### src/hw/rtl/umf_ram.sv
// Generic single-write, single-read RAM with registered read data.
module umf_ram #(
   parameter int WIDTH = 8,
   parameter int DEPTH = 16
) (
   input  logic                     clock,
   input  logic                     wr_en,
   input  logic [$clog2(DEPTH)-1:0] wr_addr,
   input  logic [WIDTH-1:0]         wr_data,
   input  logic [$clog2(DEPTH)-1:0] rd_addr,
   output logic [WIDTH-1:0]         rd_data
);

   logic [WIDTH-1:0] mem_ff [DEPTH];
   logic [WIDTH-1:0] rd_data_ff;

   always_ff @(posedge clock) begin
      if (wr_en) begin
         mem_ff[wr_addr] <= wr_data;
      end
      rd_data_ff <= mem_ff[rd_addr];
   end

   assign rd_data = rd_data_ff;

endmodule

### config.mk
export PLATFORM = sky130hd
export DESIGN_NAME = umf_ram
export DESIGN_NICKNAME = d
export VERILOG_FILES = /design/src/hw/rtl/umf_ram.sv
export SDC_FILE = /design/constraint.sdc
export NUM_CORES = 1
export LEC_CHECK = 0
export ABC_AREA = 1
export BUFFER_PORTS_ARGS = -buffer_cell sky130_fd_sc_hd__buf_2
export CORE_MARGIN = 4
export CORE_UTILIZATION = 39
export DETAILED_ROUTE_END_ITERATION = 6
export GPL_TIMING_DRIVEN = 0
export PLACE_DENSITY = 0.67
export SLEW_MARGIN = 20
export SYNTH_ARGS = -nofsm -noshare
export SYNTH_HDL_FRONTEND = slang
export SYNTH_SLANG_ARGS = --single-unit
### constraint.sdc
create_clock -name clock -period 1 [get_ports clock]
set_input_delay 0.1 -clock clock [delete_from_list [all_inputs] [get_ports clock]]
set_output_delay 0.1 -clock clock [all_outputs]
set_load 0.05 [all_outputs]
==> impl_metrics.prom <==
# TYPE chip_impl_metric gauge
chip_impl_metric{name="layout-area-overhead-vs-synth",unit="%"} 22.09
chip_impl_info{name="timing.critical_path.cells",value="buf_2 -> nand3b_1 -> nor2_1"} 1
chip_impl_info{name="synthTopCellsByCount",value="nand2_1, edfxtp_1, inv_1, nand3_1, nor2_1"} 1
chip_impl_metric{name="clk_transition_reported_paths",unit="ns"} 0.06
chip_impl_metric{name="die_width",unit="um"} 129.6
chip_impl_metric{name="vdd.ir_drop.worst",unit="mV"} 1.036
chip_impl_metric{name="routedLengthMet1",unit="um"} 6097
chip_impl_metric{name="syn_inst",unit=""} 551
chip_impl_metric{name="globalRoute.totalOverflow",unit=""} 0
chip_impl_metric{name="timing.critical_path.buf_inv",unit=""} 1
chip_impl_metric{name="clock_tree.htree_level_count",unit=""} 4
chip_impl_metric{name="synth_largest_type_area_fraction",unit=""} 0.6665
chip_impl_metric{name="number_of_flops_mapped_to_enable_cells_by_yosys",unit=""} 128
chip_impl_metric{name="drv_slew",unit=""} 0
chip_impl_info{name="cp-startpoint",value="wr_addr[2]"} 1
chip_impl_info{name="min-delay-path-class",value="primary input to flop"} 1
chip_impl_metric{name="clk-insertion-delay-late",unit="ns"} 0.41
chip_impl_metric{name="max_stage_delay",unit="ns"} 0.63
chip_impl_metric{name="timing.final.crit_share",unit=""} 1.120
chip_impl_metric{name="total_length_of_routed_met2_wires",unit="um"} 6948
chip_impl_metric{name="detail_route.wl_per_cell",unit="um"} 18.10
chip_impl_metric{name="synth_mux_area_frac",unit=""} 0
chip_impl_info{name="run_status",value="finished, violations left"} 1
chip_impl_metric{name="netlist-cell-type-count",unit=""} 12
chip_impl_metric{name="first_pass_grt_wire_length",unit="um"} 21740
chip_impl_metric{name="die_area",unit="um2"} 16800
chip_impl_metric{name="cts.sink_count",unit=""} 136
chip_impl_metric{name="critical_path_arrival",unit="ns"} 1.15
chip_impl_metric{name="route.antenna.remaining_nets",unit=""} 0
chip_impl_metric{name="worst_ep_required_time",unit="ns"} 1.03
chip_impl_metric{name="synth_sequential_area_ratio",unit=""} 0.6943
chip_impl_metric{name="setup_viol",unit=""} 46
chip_impl_info{name="clock_tree_from_tritoncts",value="yes"} 1
chip_impl_info{name="largest_family_of_logic_cells_by_synthesized_area",value="simple AND/OR/NAND/NOR gates"} 1
chip_impl_info{name="synth_top_area_cell",value="edfxtp_1"} 1
chip_impl_metric{name="num_rows",unit=""} 44
chip_impl_info{name="violations_in_the_final_reports",value="setup timing"} 1
chip_impl_metric{name="ys.warnings.count",unit=""} 0
chip_impl_info{name="critPathLaunchType",value="primary input"} 1
chip_impl_metric{name="detailedPlacementHpwl",unit="um"} 9402
chip_impl_metric{name="synth_compound_area_frac",unit=""} 0
chip_impl_metric{name="post_synth_instance_area",unit="um2"} 5767
chip_impl_metric{name="grt_pass1_vias",unit=""} 3901
chip_impl_metric{name="synth-simple-area-share",unit=""} 0.2105
chip_impl_info{name="criticalPathCategory",value="primary input to flop"} 1
chip_impl_metric{name="synth-adder-area-share",unit=""} 0
chip_impl_metric{name="post_synth.cell_area_avg",unit="um2"} 10.47
chip_impl_info{name="critical-path-slowest-cell",value="nor2_1"} 1
chip_impl_metric{name="coreArea",unit="um2"} 14530
chip_impl_metric{name="cts_buffer_depth",unit=""} 2
chip_impl_info{name="min_delay_startpoint",value="wr_data[5]"} 1
chip_impl_info{name="grt_setup_unrepaired",value="yes"} 1
chip_impl_info{name="startpoint_of_the_lowest_slack_register_to_register_path",value="mem_ff[11][7]$_DFFE_PP_"} 1
chip_impl_metric{name="diodes",unit=""} 0
chip_impl_metric{name="fin_worst_skew",unit="ns"} 0.01095
chip_impl_info{name="synthMostInstantiatedCell",value="nand2_1"} 1
chip_impl_info{name="worstSetupEndpointType",value="flop"} 1
chip_impl_metric{name="crit_path_max_fanout",unit=""} 8
chip_impl_info{name="worst_path_dominant_cell_family",value="simple AND/OR/NAND/NOR gates"} 1
chip_impl_metric{name="die-height",unit="um"} 129.6
chip_impl_metric{name="initial_antenna_violation_count",unit=""} 0
chip_impl_metric{name="synthXorXnorAreaFrac",unit=""} 0
chip_impl_metric{name="place.port_buffers",unit=""} 22
chip_impl_metric{name="power.leakage",unit="nW"} 2.992
chip_impl_metric{name="dp_cells",unit=""} 757
chip_impl_metric{name="max_slew_headroom",unit=""} 0.5140
chip_impl_metric{name="maximum_clock_frequency",unit="MHz"} 892.5
chip_impl_metric{name="weighted_congestion_reported_at_the_end_of_routability_driven_placement",unit=""} 0.8618
chip_impl_metric{name="yosys_register_bits",unit=""} 136
chip_impl_metric{name="synthArstFlopShare",unit=""} 0
chip_impl_metric{name="detailedRoute.firstPassIterationCount",unit=""} 5
chip_impl_metric{name="final.min_clock_period",unit="ns"} 1.120
chip_impl_info{name="postSynth.topFlopCell",value="edfxtp_1"} 1
chip_impl_metric{name="design.final.nets",unit=""} 610
chip_impl_metric{name="routed_via_count",unit=""} 3953
chip_impl_metric{name="fin_hold_ws",unit="ns"} 0.1304
chip_impl_metric{name="cts.hold.buffers_added",unit=""} 0
chip_impl_metric{name="layout-drive-gt1-share",unit=""} 0.2517
chip_impl_metric{name="initial_core_util",unit=""} 0.3968
chip_impl_metric{name="final_critical_path_setup_slack",unit="ns"} -0.1205
chip_impl_metric{name="ioPinCount",unit=""} 26
chip_impl_metric{name="remaining_drc_errors",unit=""} 0
chip_impl_metric{name="first_iter_violations",unit=""} 338
chip_impl_info{name="synthTopCellsByArea",value="edfxtp_1, nand2_1, nand3_1, inv_1, dfxtp_1"} 1
chip_impl_info{name="clock_tree.root_cell",value="clkbuf_16"} 1
chip_impl_metric{name="layout.cells.non_filler",unit=""} 788
chip_impl_metric{name="tritoncts.num_buffers",unit=""} 17
chip_impl_metric{name="dr_wl_met3",unit="um"} 931
chip_impl_metric{name="route.detailed.vias_per_inst",unit=""} 5.016
chip_impl_metric{name="power-per-cell-area",unit="nW/um2"} 1906
chip_impl_metric{name="global_route.usage.total",unit=""} 0.1750
chip_impl_info{name="top_signal_layer_used",value="met4"} 1
chip_impl_metric{name="synthesis.nets",unit=""} 569
chip_impl_metric{name="finalHoldViolCount",unit=""} 0
chip_impl_metric{name="routed_wl",unit="um"} 14270
chip_impl_metric{name="grt_start_max_net_pins",unit=""} 17
chip_impl_metric{name="worstMarginPinSlew",unit="ns"} 0.7263
chip_impl_metric{name="timing.max_cap.violations",unit=""} 0
## power by group
part / total [W] / switching [W] / internal (W)
sequential: 0.00642 / 0.0000432 / 0.00638
combinational: 0.00112 / 0.000784 / 0.000335
clock: 0.00588 / 0.00225 / 0.00363
## worst reg2reg max path, stage by stage, from the launching register on
cell	delay, ns
edfxtp_1	0.37
nand2_1	0.09
nand2_2	0.07
nand2_1	0.07
nand3_1	0.07
nand3_1	0.12
nand2_2	0.08
## final timing paths
kind | endpoint | slack, ns | cells past startpoint
max reg2reg | rd_data[7]$_DFF_P_ | 0.03 | 6
min | mem_ff[3][5]$_DFFE_PP_ | 0.13 | 1
min reg2reg | rd_data[3]$_DFF_P_ | 0.72 | 6
max | mem_ff[9][3]$_DFFE_PP_ | -0.12 | 3
## per-layer routing
metal / global-route usage / up-vias
met5: 0 / -
met4: 0.06174 / 0
met3: 0.02597 / 25
met2: 0.2884 / 165
met1: 0.2375 / 1904
li1: - / 1859
## cell usage in the layout (no fill, tap or decap), drive strengths merged
master and n:
buf 46, bufinv 2, clkbuf 18, clkinv 9
clkinvlp 2, dfxtp 8, edfxtp 128, inv 102
nand2 173, nand3 97, nand3b 2, nor2 17
## cells by family (layout without fill, tap and decap cells)
| logic type | count (synthesis) | in the layout |
|---|---|---|
| flops | 136 | 136 |
| buf+inv | 126 | 179 |
| simple gates | 289 | 289 |
## flip-flops by register name (all words and copies together) (netlist names)
| signal | cells |
|---|---|
| rd_data | 8 |
| mem_ff | 128 |
## final cells by class
class / instances / area (um2)
Tap cell: 184 / 230.2
Multi-Input combinational cell: 289 / 1519
Timing Repair Buffer: 22 / 167.7
Fill cell: 1290 / 7493
Buffer: 24 / 166.4
Sequential cell: 136 / 4013
Clock inverter: 13 / 132.6
Inverter: 102 / 382.9
Clock buffer: 18 / 429.2
## per-stage QoR
| step | utilization | power, W | area (um2) | worst slack (ns) | TNS, ns |
|---|---|---|---|---|---|
| detailed placement | 0.4207 | 0.007473 | 6115 | -0.6428 | -58.92 |
| global placement | 0.4207 | 0.007448 | 6115 | -0.5680 | -53.40 |
| floorplan | - | 0.007104 | 5774 | -0.05084 | -4.120 |
| finish | 0.4844 | 0.01342 | 7041 | -0.1205 | -3.343 |
| global route | 0.4844 | 0.01379 | 7041 | -0.1839 | -5.328 |
| CTS | 0.4666 | 0.01338 | 6782 | -0.09829 | -2.322 |
## what timing repair did
item / 4_1_cts / 5_1_grt
setup endpoints to repair: 86 / 92
hold endpoints to repair: 0 / 0
buffers inserted: 0 / 0
pin swaps: 0 / 29
gates resized for setup: 33 / 63
Note: power is estimated with default switching activity, not from simulation.
